--- config.mk ---
export PLATFORM = sky130hd
export DESIGN_NAME = lru_key_value_cache_flat
export DESIGN_NICKNAME = d
export VERILOG_FILES = /design/src/lkvc_pkg.sv /design/src/lkvc_req_if.sv /design/src/lkvc_rsp_if.sv /design/src/lru_key_value_cache.sv /design/src/lkvc_cell.sv /design/src/flat_wrapper.sv
export SDC_FILE = /design/constraint.sdc
export NUM_CORES = 1
export LEC_CHECK = 0
export BUFFER_PORTS_ARGS = -buffer_cell sky130_fd_sc_hd__buf_2
export CAP_MARGIN = 15
export CORE_MARGIN = 4
export CORE_UTILIZATION = 35
export DETAILED_ROUTE_END_ITERATION = 8
export PLACE_DENSITY = 0.53
export SYNTH_ARGS = -nofsm -noshare
export SYNTH_HDL_FRONTEND = slang
export SYNTH_SLANG_ARGS = --single-unit
--- constraint.sdc ---
create_clock -name clk -period 15.5 [get_ports clk]
set_clock_uncertainty 0.05 [all_clocks]
set_input_delay 3.1 -clock clk [delete_from_list [all_inputs] [get_ports clk]]
set_output_delay 3.1 -clock clk [all_outputs]
set_load 0.05 [all_outputs]
--- src/lkvc_pkg.sv ---
// ----------------------------------------------------------------------------
// lkvc_pkg
// Shared types and constants for the LRU key-value cache.
// ----------------------------------------------------------------------------
package lkvc_pkg;

	localparam int ENTRIES_DEF = 8;
	localparam int DATA_W      = 32;

	localparam logic FUNC_GET = 1'b0;
	localparam logic FUNC_PUT = 1'b1;

	localparam logic signed [DATA_W-1:0] MISS_VALUE = -32'sd1;
	localparam logic signed [DATA_W-1:0] PUT_VALUE  = 32'sd0;

	typedef struct packed {
		logic                     valid;
		logic signed [DATA_W-1:0] key;
		logic signed [DATA_W-1:0] value;
	} entry_t;

	typedef struct packed {
		logic fire;
		logic load_all;
	} cell_ctrl_t;

endpackage

--- src/lkvc_req_if.sv ---
// ----------------------------------------------------------------------------
// lkvc_req_if
// Request channel: operation, key and value with valid/ready.
// ----------------------------------------------------------------------------
interface lkvc_req_if;
	logic                               valid;
	logic                               ready;
	logic                               func;
	logic signed [lkvc_pkg::DATA_W-1:0] key;
	logic signed [lkvc_pkg::DATA_W-1:0] value;

	modport source (output valid, output func, output key, output value, input ready);
	modport sink   (input valid, input func, input key, input value, output ready);
endinterface

--- src/lkvc_rsp_if.sv ---
// ----------------------------------------------------------------------------
// lkvc_rsp_if
// Response channel: hit flag and read value with valid/ready.
// ----------------------------------------------------------------------------
interface lkvc_rsp_if;
	logic                               valid;
	logic                               ready;
	logic                               hit;
	logic signed [lkvc_pkg::DATA_W-1:0] read_value;

	modport source (output valid, output hit, output read_value, input ready);
	modport sink   (input valid, input hit, input read_value, output ready);
endinterface

--- src/lru_key_value_cache.sv ---
// ----------------------------------------------------------------------------
// lru_key_value_cache
// Fully associative key-value cache with least-recently-used replacement.
//
// req carries func (get/put), key and value; rsp returns hit and read_value,
// one response per request, in order. A get hit returns the stored value, a
// get miss returns -1, a put returns 0 with hit telling whether the key was
// present. Entries sit in a row of cells ordered by recency, cell 0 the most
// recent; a touched or new entry moves into cell 0 and the cells in front of
// it shift one place back, so the last cell holds the eviction victim.
// Path: request register, then the parallel compare and shift across all
// cells into the response register.
// Throughput: one request per cycle while rsp is not stalled; the compare
// and the shift of the cell row both happen together in the lookup stage.
// Reset empties every cell. While rsp is stalled, the lookup stage holds its
// request and req.ready drops once that stage is occupied.
// ----------------------------------------------------------------------------
module lru_key_value_cache #(
	parameter int ENTRIES = lkvc_pkg::ENTRIES_DEF
) (
	input  logic        clk,
	input  logic        arst_n,
	lkvc_req_if.sink    req,
	lkvc_rsp_if.source  rsp
);

	logic                               busy_s1;
	logic                               func_s1;
	logic signed [lkvc_pkg::DATA_W-1:0] key_s1;
	logic signed [lkvc_pkg::DATA_W-1:0] value_s1;

	logic                               rsp_valid_q;
	logic                               hit_q;
	logic signed [lkvc_pkg::DATA_W-1:0] read_value_q;

	logic                               fire;
	logic                               req_acc;
	logic                               is_put;
	logic                               hit_any;
	lkvc_pkg::entry_t                   new_entry;

	lkvc_pkg::entry_t                   cell_q     [ENTRIES];
	logic                               hit_chain  [ENTRIES+1];
	logic signed [lkvc_pkg::DATA_W-1:0] val_chain  [ENTRIES+1];
	logic [ENTRIES-1:0]                 match_vec;
	logic [ENTRIES-1:0]                 valid_vec;
	logic [ENTRIES-1:0]                 valid_inc;

	assign fire      = busy_s1 && (!rsp_valid_q || rsp.ready);
	assign req.ready = !busy_s1 || fire;
	assign req_acc   = req.valid && req.ready;
	assign is_put    = (func_s1 == lkvc_pkg::FUNC_PUT);

	assign hit_chain[ENTRIES] = 1'b0;
	assign val_chain[ENTRIES] = lkvc_pkg::MISS_VALUE;
	assign hit_any            = hit_chain[0];

	assign new_entry = '{valid: 1'b1, key: key_s1, value: (is_put ? value_s1 : val_chain[0])};

	for (genvar i = 0; i < ENTRIES; i++) begin : g_cell
		lkvc_pkg::cell_ctrl_t ctrl;
		lkvc_pkg::entry_t     prev;

		if (i == 0) begin : g_head
			assign prev          = new_entry;
			assign ctrl.load_all = is_put;
		end else begin : g_body
			assign prev          = cell_q[i-1];
			assign ctrl.load_all = is_put && !hit_any;
		end
		assign ctrl.fire = fire;

		lkvc_cell u_cell (
			.clk       (clk),
			.arst_n    (arst_n),
			.ctrl      (ctrl),
			.key       (key_s1),
			.prev      (prev),
			.hit_in    (hit_chain[i+1]),
			.value_in  (val_chain[i+1]),
			.cur       (cell_q[i]),
			.match     (match_vec[i]),
			.hit_out   (hit_chain[i]),
			.value_out (val_chain[i])
		);

		assign valid_vec[i] = cell_q[i].valid;
	end

	assign valid_inc = valid_vec + ENTRIES'(1);

	always_ff @(posedge clk or negedge arst_n) begin
		if (!arst_n) begin
			busy_s1 <= 1'b0;
		end else if (req_acc) begin
			busy_s1 <= 1'b1;
		end else if (fire) begin
			busy_s1 <= 1'b0;
		end
	end

	always_ff @(posedge clk) begin
		if (req_acc) begin
			func_s1  <= req.func;
			key_s1   <= req.key;
			value_s1 <= req.value;
		end
	end

	always_ff @(posedge clk or negedge arst_n) begin
		if (!arst_n) begin
			rsp_valid_q <= 1'b0;
		end else if (fire) begin
			rsp_valid_q <= 1'b1;
		end else if (rsp.ready) begin
			rsp_valid_q <= 1'b0;
		end
	end

	always_ff @(posedge clk) begin
		if (fire) begin
			hit_q        <= hit_any;
			read_value_q <= is_put ? lkvc_pkg::PUT_VALUE : val_chain[0];
		end
	end

	assign rsp.valid      = rsp_valid_q;
	assign rsp.hit        = hit_q;
	assign rsp.read_value = read_value_q;

	// occupied cells always form a contiguous run starting at cell 0
	a_valid_prefix: assert property (@(posedge clk) disable iff (!arst_n)
		(valid_vec & valid_inc) == '0)
		else $error("cell valid bits not contiguous");

	// keys stay unique, so at most one cell matches
	a_single_match: assert property (@(posedge clk) disable iff (!arst_n)
		busy_s1 |-> $onehot0(match_vec))
		else $error("multiple cells match request key");

	// a put leaves its key as the most recent entry
	a_put_head: assert property (@(posedge clk) disable iff (!arst_n)
		(fire && is_put) |=> (cell_q[0].valid && cell_q[0].key == $past(key_s1)
			&& cell_q[0].value == $past(value_s1)))
		else $error("put did not land in head cell");

	// a get hit moves the hit entry to the head without changing its value
	a_get_head: assert property (@(posedge clk) disable iff (!arst_n)
		(fire && !is_put && hit_any) |=> (cell_q[0].key == $past(key_s1)
			&& cell_q[0].value == read_value_q))
		else $error("get hit not moved to head cell");

	// a lookup always produces a response
	a_fire_rsp: assert property (@(posedge clk) disable iff (!arst_n)
		fire |=> rsp_valid_q)
		else $error("lookup produced no response");

endmodule

--- src/lkvc_cell.sv ---
// ----------------------------------------------------------------------------
// lkvc_cell
// One recency position: holds an entry, compares it against the request key,
// and loads its more recent neighbor's entry when the order shifts past it.
// ----------------------------------------------------------------------------
module lkvc_cell (
	input  logic                               clk,
	input  logic                               arst_n,
	input  lkvc_pkg::cell_ctrl_t               ctrl,
	input  logic signed [lkvc_pkg::DATA_W-1:0] key,
	input  lkvc_pkg::entry_t                   prev,
	input  logic                               hit_in,
	input  logic signed [lkvc_pkg::DATA_W-1:0] value_in,
	output lkvc_pkg::entry_t                   cur,
	output logic                               match,
	output logic                               hit_out,
	output logic signed [lkvc_pkg::DATA_W-1:0] value_out
);

	logic                               valid_q;
	logic signed [lkvc_pkg::DATA_W-1:0] key_q;
	logic signed [lkvc_pkg::DATA_W-1:0] value_q;
	logic                               load;

	assign match     = valid_q && (key_q == key);
	assign hit_out   = match || hit_in;
	assign value_out = match ? value_q : value_in;
	// shift when a hit sits here or older, or on a fill
	assign load      = ctrl.fire && (ctrl.load_all || hit_out);

	assign cur = '{valid: valid_q, key: key_q, value: value_q};

	always_ff @(posedge clk or negedge arst_n) begin
		if (!arst_n) begin
			valid_q <= 1'b0;
		end else if (load) begin
			valid_q <= prev.valid;
		end
	end

	always_ff @(posedge clk) begin
		if (load) begin
			key_q   <= prev.key;
			value_q <= prev.value;
		end
	end

endmodule
--- src/flat_wrapper.sv ---
// flat-port wrapper written by rule: the top's interface ports become plain ports
module lru_key_value_cache_flat 
#(
	parameter int ENTRIES = lkvc_pkg::ENTRIES_DEF
)
  (clk, arst_n, req_valid, req_func, req_key, req_value, req_ready, rsp_valid, rsp_hit, rsp_read_value, rsp_ready);
  lkvc_req_if req_i ();
  lkvc_rsp_if rsp_i ();
  input  logic clk;
  input  logic arst_n;
  input wire logic [$bits(req_i.valid)-1:0] req_valid;
  input wire logic [$bits(req_i.func)-1:0] req_func;
  input wire logic [$bits(req_i.key)-1:0] req_key;
  input wire logic [$bits(req_i.value)-1:0] req_value;
  output wire logic [$bits(req_i.ready)-1:0] req_ready;
  output wire logic [$bits(rsp_i.valid)-1:0] rsp_valid;
  output wire logic [$bits(rsp_i.hit)-1:0] rsp_hit;
  output wire logic [$bits(rsp_i.read_value)-1:0] rsp_read_value;
  input wire logic [$bits(rsp_i.ready)-1:0] rsp_ready;
  assign req_i.valid = req_valid;
  assign req_i.func = req_func;
  assign req_i.key = req_key;
  assign req_i.value = req_value;
  assign req_ready = req_i.ready;
  assign rsp_valid = rsp_i.valid;
  assign rsp_hit = rsp_i.hit;
  assign rsp_read_value = rsp_i.read_value;
  assign rsp_i.ready = rsp_ready;
  lru_key_value_cache #(.ENTRIES(ENTRIES)) u_core (.clk(clk), .arst_n(arst_n), .req(req_i), .rsp(rsp_i));
endmodule
# Yosys cells after proc, flatten, opt, wreduce, memory -nomap -nowiden
# Cells that the tools add are included.
word_totals:
  word_cells: 93
  output_inout_bits: 35
  input_bits: 69
  register_bits: 620
op_classes:
  reduce_logical: 41
  eq_ne: 8
  muxes: 13
ops:
  columns: ["operator", "count"]
  rows:
  - ["$mux W32", 9]
  - ["$eq A32 B32 Y1", 8]
  - ["$logic_and A1 B1 Y1", 19]
  - ["$logic_or A1 B1 Y1", 17]
  - ["$mux W1", 4]
  - ["$reduce_bool A2 Y1", 2]
  - ["$logic_not A1 Y1", 3]

# Longest topological paths before layout
# Gate-level depths: netlist of run 1.
depth:
  depth_word: 13
  depth_mapped: 12
  ltp_nobuf: 8

# By module
# A second synthesis of run 1 with hierarchy kept.
hier_totals:
  cells_unflattened: 1532
  hier_area_um2: 27490.1
by_module_without_submodules:
  columns: ["module", "cells_each", "seq_area_each_um2", "area_per_inst_um2", "instances"]
  rows:
  - ["lkvc_cell", 169, 1946.9, 2986.6, 8]
  - ["lru_key_value_cache", 180, 2992.9, 3597.2, 1]

# Worst setup path before layout of run 1
# Ideal clock, no wire load.
synth_timing:
  path_type: "input to register"
  start: "input port rsp_ready"
  end: "register u_core.g_cell[5].u_cell.valid_q"
  required_time_ns: 15.368
  setup_slack_ns: 7.977
  n_path_buf: 0
  setup_ns: 0.082
  path_stages: 4
  arrival_time_ns: 7.391
  path_cell_list: "nand2b_1 -> nand2_1 -> a41oi_1 -> mux2_2"
synth_between:
  elab_chain_cells: 3
synth_rtl:
  columns: ["element", "line", "text"]
  rows:
  - ["from (decl)", "flat_wrapper.sv:19", "input wire logic [$bits(rsp_i.ready)-1:0] rsp_ready;"]
  - ["$logic_or A1 B1 Y1", "lru_key_value_cache.sv:49", "assign fire = busy_s1 && (!rsp_valid_q || rsp.ready);"]
  - ["$logic_and A1 B1 Y1", "lru_key_value_cache.sv:49", null]
  - ["$logic_and A1 B1 Y1", "lkvc_cell.sv:29", "assign load = ctrl.fire && (ctrl.load_all || hit_out);"]
  - ["via u_core.g_cell[5].u_cell.load", "lkvc_cell.sv:23", "logic load;"]
  - ["to (signal assigned)", "lkvc_cell.sv:37", "valid_q <= prev.valid;"]
  - ["to (decl)", "lkvc_cell.sv:20", "logic valid_q;"]
# The timed path passes the listed nets, and every way through them passes these cells.
# A chain may end at the register's enable or synchronous reset.

# Worst setup path after layout of run 1
layout_timing:
  start: "input port rsp_ready"
  end: "output port req_ready"
layout_between:
  elab_chain_cells: 3
layout_rtl:
  columns: ["element", "line", "text"]
  rows:
  - ["$logic_or A1 B1 Y1", "lru_key_value_cache.sv:49", null]
  - ["$logic_and A1 B1 Y1", "lru_key_value_cache.sv:49", null]
  - ["$logic_or A1 B1 Y1", "lru_key_value_cache.sv:50", "assign req.ready = !busy_s1 || fire;"]
  - ["to (decl)", "flat_wrapper.sv:15", "output wire logic [$bits(req_i.ready)-1:0] req_ready;"]
# No other way between the ends.

==> flow_metrics.py, run 1 <==
metrics = {
    "place": {
        "io_buffer_count": 103,
        "dp_cells": 2552,
        "routabilityCongestion": 0.822,
        "dp_slack_ns": 8.70,
        "place_hpwl_um": 38200,
    },
    "cts": {
        "cts_tree": "done",
        "cts_sinks": 620,
        "cts_resized": 0,
        "cts_buffers": 70,
        "cts_hold_buf": 0,
        "clk_latency_ns": 0.60,
        "clkSlewWorstSetupHoldPaths_ns": 0.06,
        "postCtsSetupRepairBufs": 0,
        "htree_levels": 3,
        "cts_root_buffer": "clkbuf_16",
        "cts.path.max_buffers": 3,
    },
    "synthesis": {
        "syn_nets": 1639,
        "synth_fa_ha_area_share_pct": 0,
        "synth.area.top_cells": "edfxtp_1, xnor2_1, xor2_1",
        "syn_area_per_cell_um2": 15.8,
        "synthCells": 1570,
        "synthSimpleGateAreaFrac_pct": 8.28,
        "muxShareOfSynthArea_pct": 0.317,
        "synth_xor_xnor_area_share_pct": 8.80,
        "seq_area_frac_synth_pct": 74.6,
        "synth-compound-area-share_pct": 5.97,
        "synth_top_area_cell": "edfxtp_1",
        "synth_seq_cells": 620,
        "yosys_warnings": 0,
        "synth_cell_types": 47,
        "synth_top_area_share_pct": 73.6,
        "syn_area_um2": 24900,
        "synth_top_family_by_area": "XOR/XNOR gates",
    },
    "timing": {
        "min_period_ns": 6.79,
        "finalSetupViolations": 0,
        "finalCritPeriodShare_pct": 43.8,
        "maxSlewViolCount": 0,
        "hold_ws_ns": 0.389,
        "fmax_ghz": 0.147,
        "relSlewSlack_pct": 28.7,
        "finalWorstSetupSlack_ns": 8.71,
        "finalHoldViolCount": 0,
        "tns_ns": 0,
        "worst_pin_slew_ns": 1.07,
        "rsz0062_at_grt": "no",
    },
    "finish": {
        "area_growth_pct": 14.8,
        "drive_above_1_share_pct": 16.9,
        "nNetsFinal": 1753,
        "fillers": 6404,
        "n_antenna_cell": 0,
        "finalNonFillerCells": 2677,
    },
    "global_routing": {
        "grt_pass1_vias": 13700,
        "busiest_layer": "met2",
        "grt_max_degree": 66,
        "antenna_found_initial": 0,
        "grt_usage_pct": 15.3,
        "grt-ovfl-total": 0,
        "met2_usage_pct": 24.2,
        "grt_first_pass_wirelength_um": 87100,
        "use_met1_pct": 21.5,
        "met3_usage_pct": 2.83,
    },
    "min_path": {
        "hp-class": "register to register",
        "min_from": "u_core.g_cell[6].u_cell.value_q[24]$_DFFE_PP_",
        "min_to": "u_core.g_cell[7].u_cell.value_q[24]$_DFFE_PP_",
        "hold_depth": 0,
    },
    "worst_setup_path": {
        "cpPeakStageDelay_ns": 0.24,
        "r2r_cells": 8,
        "cp_data_required_time_ns": 12.35,
        "rr_endpoint": "u_core.g_cell[0].u_cell.key_q[15]$_DFFE_PP_",
        "reg2reg_from": "u_core.key_s1[26]$_DFFE_PP_",
        "arrival_ns": 3.64,
        "crit_family": "buffers and inverters",
        "rrSetupSlack_ns": 10.03,
        "path_cells": "buf_2 > nand3b_1 > buf_2",
        "critPathMostFrequentCell": "buf_2",
        "cp_slowest_cell": "buf_2",
        "start_kind": "input port",
        "crit_type": "input port to primary output",
        "path_buf_inv": 2,
        "crit_fanout": 3,
        "endpoint_kind": "primary output",
    },
    "route": {
        "drtAntennaViolNets": 0,
        "viasPerCell": 4.98,
        "drt_iter0_markers": 1064,
        "drc": 0,
        "vias": 13300,
        "avgRoutedWirePerCell_um": 21.6,
        "wirelength_um": 57800,
        "drtPass1Iterations": 5,
    },
    "outcome": {
        "status": "finished, final reports clean",
    },
    "floorplanning": {
        "die_x_um": 275,
        "fp.dieArea_um2": 75400,
        "start_util_pct": 35.4,
        "ioPinCount": 104,
        "rows": 97,
        "coreArea_um2": 70300,
        "die_y_um": 275,
    },
    "power": {
        "power_density_nw_per_um2": 132,
        "max-vdd-ir-drop_v": 0.0000722,
        "leakage_uw": 0.00945,
    },
    "job": {
        "drv_cap": 0,
    },
}
## power breakdown
| group | internal (uW) | switching [uW] |
|---|---|---|
| combinational | 65.5 | 140 |
| sequential | 1950 | 63.8 |
| clock | 903 | 645 |
## worst max-delay path by stage
stage                                                              to  cells after the start  slack, ns      start
after floorplan           u_core.g_cell[5].u_cell.valid_q$_DFFE_PN0P_                      4       7.98  rsp_ready
after global placement                                      req_ready                      3       8.69  rsp_ready
after detailed placement                                    req_ready                      3       8.70  rsp_ready
after CTS                                                   req_ready                      3       8.70  rsp_ready
after global routing                                        req_ready                      3       8.68  rsp_ready
final                                                       req_ready                      3       8.71  rsp_ready
## worst reg2reg max path: stages, from the launching register on
cell and delay, ns:
edfxtp_1 0.62, xor2_1 0.25, nor4_1 0.54, and3_1 0.96
nand3_1 0.80, and4_4 0.49, and2_1 0.22, a21oi_4 0.27
buf_4 0.69
## cell usage after synthesis, drive strengths merged
| library cell | number |
|---|---|
| edfxtp | 610 |
| xnor2 | 151 |
| nand2 | 139 |
| xor2 | 99 |
| nor2 | 57 |
| nand3 | 55 |
| clkbuf | 50 |
| nand4 | 46 |
| buf | 42 |
| nor4 | 32 |
| o211ai | 32 |
| o31ai | 32 |
| a22oi | 31 |
| a21oi | 27 |
| a31oi | 24 |
| o21ai | 23 |
| nand4b | 22 |
| nor3 | 20 |
| or3 | 11 |
| dfrtp | 10 |
| o211a | 10 |
| and3 | 7 |
| inv | 7 |
| mux2 | 7 |
| and2 | 5 |
| and4 | 4 |
| nor2b | 4 |
| nand2b | 3 |
| or4 | 3 |
| a2111oi | 1 |
| a222oi | 1 |
| a41oi | 1 |
| nand3b | 1 |
| o221a | 1 |
| o22ai | 1 |
| or2 | 1 |
## sequential cells by signal (all words and copies together), names as in the netlist
| signal | flops |
|---|---|
| u_core.g_cell.u_cell.key_q | 256 |
| u_core.g_cell.u_cell.value_q | 256 |
| u_core.key_s1 | 32 |
| u_core.rsp.read_value | 32 |
| u_core.value_s1 | 32 |
| u_core.g_cell.u_cell.valid_q | 8 |
| u_core.busy_s1 | 1 |
| u_core.func_s1 | 1 |
| u_core.rsp.hit | 1 |
| u_core.rsp.valid | 1 |
## area by class of cell
| cell class | instances | area, um2 | share of cell area, % |
|---|---|---|---|
| inverters | 7 | 26.3 | 0.0919 |
| multi-input cells | 851 | 5940 | 20.8 |
| clock buffers | 94 | 1840 | 6.44 |
| well taps | 940 | 1180 | 4.12 |
| clock inverters | 31 | 274 | 0.959 |
| repair buffers | 134 | 748 | 2.62 |
| flip-flops and latches | 620 | 18600 | 65.0 |
## per-layer routing
layer	share of wire (%)	up-vias	wire [um]
li1	-	6188	-
met1	46	6720	26900
met2	47	334	26900
met3	4.8	84	2770
met4	2.2	0	1290
met5	0	-	0
## kinds of logic (layout without fill, tap and decap cells)
family	after synthesis	in the layout
XOR/XNOR	250	250
flip-flops	620	620
buffers and inverters	99	266
multiplexers	7	7
AO/OA/AOI/OAI	184	184
AND/OR/NAND/NOR	410	410
## cell usage in the layout, fill, tap and decap left out, drive strengths merged, types with 3 or more instances in the layout
cell type	synthesis	layout
edfxtp	610	610
xnor2	151	151
nand2	139	139
buf	42	134
xor2	99	99
clkbuf	50	94
nor2	57	57
nand3	55	55
nand4	46	46
nor4	32	32
o211ai	32	32
o31ai	32	32
a22oi	31	31
a21oi	27	27
a31oi	24	24
o21ai	23	23
clkinv	0	23
nand4b	22	22
nor3	20	20
or3	11	11
o211a	10	10
dfrtp	10	10
inv	7	10
and3	7	7
mux2	7	7
and2	5	5
nor2b	4	4
bufinv	0	4
and4	4	4
nand2b	3	3
or4	3	3
## stage by stage
| stage | power [uW] | util (%) | instance area [um2] |
|---|---|---|---|
| floorplan | 2170 | - | 24900 |
| global placement | 2260 | 37.7 | 26500 |
| detailed placement | 2260 | 37.7 | 26500 |
| CTS | 3820 | 40.7 | 28600 |
| global route | 3920 | 40.7 | 28600 |
| finish | 3770 | 40.7 | 28600 |
Note: power is estimated with default switching activity, not from simulation.
==> run 2, diff against run 1 <==
--- a/config.mk
+++ b/config.mk
@@ -5,6 +5,7 @@
 export SDC_FILE = /design/constraint.sdc
 export NUM_CORES = 1
 export LEC_CHECK = 0
+export ABC_AREA = 1
 export BUFFER_PORTS_ARGS = -buffer_cell sky130_fd_sc_hd__buf_2
 export CAP_MARGIN = 15
 export CORE_MARGIN = 4
==> constraint.sdc (replaced) <==
create_clock -name clk -period 6.7 [get_ports clk]
set_clock_uncertainty 0.05 [all_clocks]
set_input_delay 1.34 -clock clk [delete_from_list [all_inputs] [get_ports clk]]
set_output_delay 1.34 -clock clk [all_outputs]
set_load 0.05 [all_outputs]
==> run 2 against run 1 <==
Count of clock-buffer cells in the layout down 4. Sequential share of layout area fell by 2.0 points. Via count is 21% higher. Register-to-register slack got worse by 8.2 ns. First-iteration DRC count increased by 51%. Synthesized cell count increased by 41%. Cell count is 24% higher. Routed wire length increased by 15%. Sequential power is 140% higher. Synthesized area up 5.0%. Critical endpoint is now u_core.g_cell[0].u_cell.key_q[30]$_DFFE_PP_.
==> flow_metrics.py, run 2 <==
metrics = {
    "outcome": {
        "status": "finished, final reports clean",
    },
    "power": {
        "leakage_uw": 0.0115,
        "seqPwrFrac_pct": 53.3,
        "max-vdd-ir-drop_v": 0.000275,
        "p_switching_uw": 2240,
        "p_int_uw": 7000,
        "power_density_nw_per_um2": 313,
        "pwr-share-comb_pct": 7.6,
        "switching_share_pct": 24.2,
        "power.share.clock_pct": 39.1,
    },
    "floorplanning": {
        "die_y_um": 281,
        "fp.dieArea_um2": 79100,
        "coreArea_um2": 73500,
        "die_x_um": 281,
        "start_util_pct": 35.6,
        "rows": 99,
        "ioPinCount": 104,
    },
    "worst_setup_path": {
        "cpPeakStageDelay_ns": 0.78,
        "crit_type": "register to register",
        "path_cells": "inv_1 > o221ai_1 > nor3_1 > nand3_1 > nand3b_4 > inv_2 > nor3_2 > nand2_1 > nand2_1 > inv_2 > buf_4",
        "path_buf_inv": 4,
        "rrSetupSlack_ns": 1.88,
        "start_kind": "register",
        "cp_slowest_cell": "inv_2",
        "endpoint_kind": "register",
        "crit_family": "buffers and inverters",
        "arrival_ns": 5.03,
        "r2r_cells": 11,
        "crit_fanout": 42,
        "reg2reg_from": "u_core.key_s1[29]$_DFFE_PP_",
        "cp_data_required_time_ns": 6.90,
        "rr_endpoint": "u_core.g_cell[0].u_cell.key_q[30]$_DFFE_PP_",
    },
    "route": {
        "avgRoutedWirePerCell_um": 20.0,
        "drc": 0,
        "viasPerCell": 4.83,
        "wirelength_um": 66700,
        "drtPass1Iterations": 5,
        "drtAntennaViolNets": 0,
        "drt_iter0_markers": 1606,
        "vias": 16100,
    },
    "timing": {
        "finalSetupViolations": 0,
        "finalHoldViolCount": 0,
        "relSlewSlack_pct": 29.5,
        "maxSlewViolCount": 0,
        "finalCritPeriodShare_pct": 72.0,
        "rsz0062_at_grt": "no",
        "min_period_ns": 4.82,
        "worst_pin_slew_ns": 1.06,
        "tns_ns": 0,
        "fmax_ghz": 0.207,
    },
    "synthesis": {
        "synth_flop_cell": "edfxtp_1",
        "synthTopCellsByCount": "edfxtp_1, nand2_1, nor2_1",
        "synth_top_area_share_pct": 70.1,
        "synth_top_area_cell": "edfxtp_1",
        "synth-async-reset-ratio_pct": 1.61,
        "syn_area_per_cell_um2": 11.8,
        "syn_nets": 2284,
        "yosys_warnings": 0,
        "seq_area_frac_synth_pct": 71.1,
        "synth_edf_count": 610,
        "syn_area_um2": 26100,
        "yosysMostFrequentCell": "edfxtp_1",
        "synth.area.top_cells": "edfxtp_1, nand2_1, nor2_1",
        "synthCells": 2215,
        "synth_cell_types": 49,
        "synth_seq_cells": 620,
    },
    "min_path": {
        "hp-class": "register to register",
        "min_from": "u_core.g_cell[6].u_cell.value_q[4]$_DFFE_PP_",
        "hold_depth": 0,
        "min_to": "u_core.g_cell[7].u_cell.value_q[4]$_DFFE_PP_",
    },
    "global_routing": {
        "grt_first_pass_wirelength_um": 101000,
        "grt-ovfl-total": 0,
        "grt_max_degree": 67,
        "grt_usage_pct": 16.9,
        "antenna_found_initial": 1,
        "grt_pass1_vias": 15900,
    },
    "finish": {
        "final_cell_mix": "edfxtp_1, nand2_1, nor2_1",
        "drive_above_1_share_pct": 13.1,
        "final_area_um2": 29500,
        "largest_registers": "u_core.g_cell.u_cell.key_q (256), u_core.g_cell.u_cell.value_q (256)",
        "final_common_cell": "edfxtp_1",
        "fillers": 6939,
        "area_growth_pct": 13.0,
        "nNetsFinal": 2390,
    },
    "cts": {
        "cts_tree": "done",
        "postCtsSetupRepairBufs": 0,
        "cts_buffers": 67,
        "cts_resized": 0,
        "htree_levels": 3,
        "cts_sinks": 620,
        "clk_latency_ns": 0.59,
        "cts_hold_buf": 0,
        "cts.path.max_buffers": 3,
        "cts_root_buffer": "clkbuf_16",
        "clkSlewWorstSetupHoldPaths_ns": 0.06,
    },
    "place": {
        "io_buffer_count": 103,
        "place_area_um2": 27400,
        "routabilityCongestion": 0.947,
        "place_hpwl_um": 48400,
    },
    "job": {
        "drv_cap": 0,
    },
}
## run 2: cell count changes after synthesis, moves of 33 or more
cell | before | now
inv_1 | 7 | 196
o21ai_0 | 23 | 56
nor2_1 | 57 | 224
clkbuf_1 | 50 | 7
xnor2_1 | 151 | 40
a21oi_1 | 25 | 96
xor2_1 | 99 | 44
o21ai_1 | 0 | 50
nand2_1 | 139 | 591
## run 2: worst max path at each step
stage / start / endpoint / depth (start not counted)
finish: u_core.key_s1[29]$_DFFE_PP_ / u_core.g_cell[0].u_cell.key_q[30]$_DFFE_PP_ / 11
global route: u_core.key_s1[29]$_DFFE_PP_ / u_core.g_cell[0].u_cell.key_q[17]$_DFFE_PP_ / 11
CTS: u_core.key_s1[29]$_DFFE_PP_ / u_core.g_cell[0].u_cell.key_q[13]$_DFFE_PP_ / 11
detailed placement: u_core.key_s1[29]$_DFFE_PP_ / u_core.g_cell[0].u_cell.key_q[6]$_DFFE_PP_ / 11
global placement: u_core.key_s1[29]$_DFFE_PP_ / u_core.g_cell[0].u_cell.key_q[2]$_DFFE_PP_ / 13
floorplan: rsp_ready / u_core.g_cell[0].u_cell.key_q[0]$_DFFE_PP_ / 7
## run 2: through the flow
step	hold WS, ns	total power (uW)	utilization (%)	std cells	setup slack [ns]
final	0.388	9240	40.2	3328	1.88
after global routing	0.399	9600	40.2	3327	1.53
after CTS	0.387	9330	40.2	3327	1.83
after detailed placement	0.380	5710	37.3	3211	1.82
after global placement	0.378	5700	37.3	3211	1.81
after floorplan	0.371	5370	-	2215	2.62
## run 2: power groups by stage
stage / logic, uW / registers (uW) / clock network, uW
2_1_floorplan: 410 / 4960 / 0
5_1_grt: 770 / 4960 / 3880
4_1_cts: 711 / 4920 / 3700
6_report: 704 / 4920 / 3620
3_3_place_gp: 709 / 4990 / 0
3_5_place_dp: 709 / 5000 / 0
## run 2: kinds of logic (layout without fill, tap and decap cells)
family | count (synthesis) | in the layout | share of synthesized area (%)
DFF | 620 | 620 | 71.1
and+or+nand+nor | 952 | 952 | 15.2
AOI/OAI and AO/OA | 253 | 253 | 5.38
xor gates and xnor gates | 84 | 84 | 2.82
other | 0 | 1 | 0
buffers and inverters | 306 | 459 | 5.47
## run 2: layer usage
metal,share of wire [%],global-route usage [%],vias to the layer above
li1,-,-,7696
met2,41,23.9,597
met1,48,26.1,7666
met3,7.2,2.73,111
met4,3.0,6.02,0
met5,0,0,-
## run 2: final cells by class
| cell class | count | area [um2] | share of cell area (%) |
|---|---|---|---|
| tap | 959 | 1200 | 4.07 |
| clock buffer | 90 | 1870 | 6.32 |
| timing repair buffer | 120 | 643 | 2.18 |
| inverter | 223 | 837 | 2.84 |
| clock inverter | 26 | 268 | 0.907 |
| multi-input combinational | 1289 | 6130 | 20.8 |
| antenna | 1 | 2.50 | 0.00848 |
| sequential | 620 | 18600 | 62.9 |
==> run 3, diff against run 2 <==
--- a/config.mk
+++ b/config.mk
@@ -5,7 +5,7 @@
 export SDC_FILE = /design/constraint.sdc
 export NUM_CORES = 1
 export LEC_CHECK = 0
-export ABC_AREA = 1
+export ABC_AREA = 0
 export BUFFER_PORTS_ARGS = -buffer_cell sky130_fd_sc_hd__buf_2
 export CAP_MARGIN = 15
 export CORE_MARGIN = 4
==> constraint.sdc (replaced) <==
create_clock -name clk -period 4.7 [get_ports clk]
set_clock_uncertainty 0.05 [all_clocks]
set_input_delay 0.94 -clock clk [delete_from_list [all_inputs] [get_ports clk]]
set_output_delay 0.94 -clock clk [all_outputs]
set_load 0.05 [all_outputs]
==> run 3 against run 2 <==
Setup slack got worse by 1.0 ns. Total power rose by 38%. Clock power rose by 49%. Via count fell by 15%. Sequential power rose by 35%. Cell count fell by 19%. Sequential share of layout area rose by 1.2 points. Critical path type unchanged. Largest power group unchanged.
==> flow_metrics.py, run 3 (synthesis gave the netlist of run 1 again) <==
metrics = {
    "outcome": {
        "status": "finished, final reports clean",
    },
    "cts": {
        "cts_sinks": 620,
        "htree_levels": 3,
        "cts_buffers": 68,
        "cts_root_buffer": "clkbuf_16",
        "cts.path.max_buffers": 3,
        "cts_tree": "done",
        "clk_latency_ns": 0.59,
        "cts_resized": 0,
        "clkSlewWorstSetupHoldPaths_ns": 0.06,
        "postCtsSetupRepairBufs": 0,
        "cts_hold_buf": 0,
    },
    "timing": {
        "finalHoldViolCount": 0,
        "finalSetupViolations": 0,
        "maxSlewViolCount": 0,
        "finalCritPeriodShare_pct": 82.3,
        "rsz0062_at_grt": "no",
        "min_period_ns": 3.87,
        "tns_ns": 0,
        "relSlewSlack_pct": 40.5,
        "fmax_ghz": 0.258,
        "worst_pin_slew_ns": 0.893,
    },
    "worst_setup_path": {
        "arrival_ns": 4.04,
        "start_kind": "register",
        "cp_data_required_time_ns": 4.87,
        "crit_type": "register to register",
        "crit_fanout": 39,
        "endpoint_kind": "register",
    },
    "finish": {
        "n_antenna_cell": 0,
        "fillers": 6362,
        "largest_registers": "u_core.g_cell.u_cell.key_q (256), u_core.g_cell.u_cell.value_q (256)",
        "nNetsFinal": 1772,
        "final_common_cell": "edfxtp_1",
        "drive_above_1_share_pct": 18.0,
        "area_growth_pct": 16.4,
        "finalNonFillerCells": 2692,
        "final_cell_mix": "edfxtp_1, xnor2_1, nand2_1",
    },
    "global_routing": {
        "grt_first_pass_wirelength_um": 91100,
        "grt_max_degree": 66,
        "antenna_found_initial": 0,
        "grt_pass1_vias": 14000,
        "grt_usage_pct": 16.2,
        "grt-ovfl-total": 0,
    },
    "floorplanning": {
        "fp.dieArea_um2": 75400,
        "ioPinCount": 104,
        "coreArea_um2": 70300,
        "die_x_um": 275,
        "start_util_pct": 35.4,
        "die_y_um": 275,
        "rows": 97,
    },
    "place": {
        "place_hpwl_um": 41400,
        "dp_cells": 2573,
        "routabilityCongestion": 0.861,
        "io_buffer_count": 103,
    },
    "power": {
        "power_density_nw_per_um2": 441,
        "finalPower_uw": 12800,
        "leakage_uw": 0.00964,
        "max-vdd-ir-drop_v": 0.000267,
    },
    "route": {
        "wirelength_um": 61500,
        "avgRoutedWirePerCell_um": 22.9,
        "viasPerCell": 5.08,
        "drtAntennaViolNets": 0,
        "drc": 0,
        "drt_iter0_markers": 1022,
        "vias": 13700,
        "drtPass1Iterations": 6,
    },
    "min_path": {
        "hp-class": "input port to async pin",
    },
    "job": {
        "drv_cap": 0,
    },
}
[run 3: cell types whose count changed in the layout (fill, tap and decap cells not counted), moves of 33 or more]
cell / before / now
o21ai_0: 56 / 23
nor2_1: 224 / 56
inv_2: 37 / 0
xor2_1: 44 / 99
o21ai_1: 50 / 0
xnor2_1: 40 / 151
a21oi_1: 96 / 22
inv_1: 186 / 6
nand2_1: 591 / 139
[run 3: area by class of cell]
type	instances	area (um2)	share of cell area (%)
clock buffer	89	1830	6.33
clock inverter	30	413	1.43
inverter	7	26.3	0.0907
multi-input combinational	851	5940	20.5
sequential	620	18600	64.1
tap	940	1180	4.06
timing repair buffer	155	1010	3.47
[run 3: metal layers]
| layer | GRT usage [%] | vias to the layer above | routed length [um] |
|---|---|---|---|
| met5 | 0 | - | 0 |
| met4 | 5.31 | 0 | 1490 |
| met3 | 2.48 | 84 | 3130 |
| met2 | 25.5 | 396 | 28400 |
| met1 | 23.1 | 6958 | 28500 |
| li1 | - | 6240 | - |
[run 3: final timing paths]
path                                                                     from                                       endpoint  slack, ns  depth (start not counted)
worst min register to register  u_core.g_cell[6].u_cell.value_q[12]$_DFFE_PP_  u_core.g_cell[7].u_cell.value_q[12]$_DFFE_PP_       0.39                          0
worst max-delay path                               u_core.key_s1[4]$_DFFE_PP_    u_core.g_cell[0].u_cell.key_q[15]$_DFFE_PP_       0.83                          8
max in group asynchronous                                              arst_n    u_core.g_cell[7].u_cell.valid_q$_DFFE_PN0P_       4.14                          1
worst max register to register                     u_core.key_s1[4]$_DFFE_PP_    u_core.g_cell[0].u_cell.key_q[15]$_DFFE_PP_       0.83                          8
min in group clk                u_core.g_cell[6].u_cell.value_q[12]$_DFFE_PP_  u_core.g_cell[7].u_cell.value_q[12]$_DFFE_PP_       0.39                          0
worst min-delay path                                                   arst_n    u_core.g_cell[1].u_cell.valid_q$_DFFE_PN0P_       0.20                          1
[run 3: power breakdown]
group / leakage [uW] / switching, uW / total (uW) / internal, uW
Sequential: 0.00578 / 218 / 6650 / 6430
Clock: 0.00109 / 2110 / 5410 / 3300
Combinational: 0.00276 / 486 / 724 / 238
[run 3: metrics by stage]
stage	hold WS (ns)	setup slack (ns)	util, %	instance area, um2
global placement	0.373	0.738	38.0	26700
global route	0.201	0.603	41.2	29000
detailed placement	0.373	0.782	38.0	26700
floorplan	0.367	0.167	-	24900
CTS	0.178	0.756	41.2	29000
finish	0.196	0.830	41.2	29000
[run 3: worst max-delay path: stages, from the launching register on]
cell,delay (ns)
edfxtp_1,0.77
xor2_1,0.26
nor4_1,0.30
nand4_1,0.14
or4_2,0.77
and4_4,0.28
and2_1,0.23
a21oi_4,0.17
buf_4,0.49
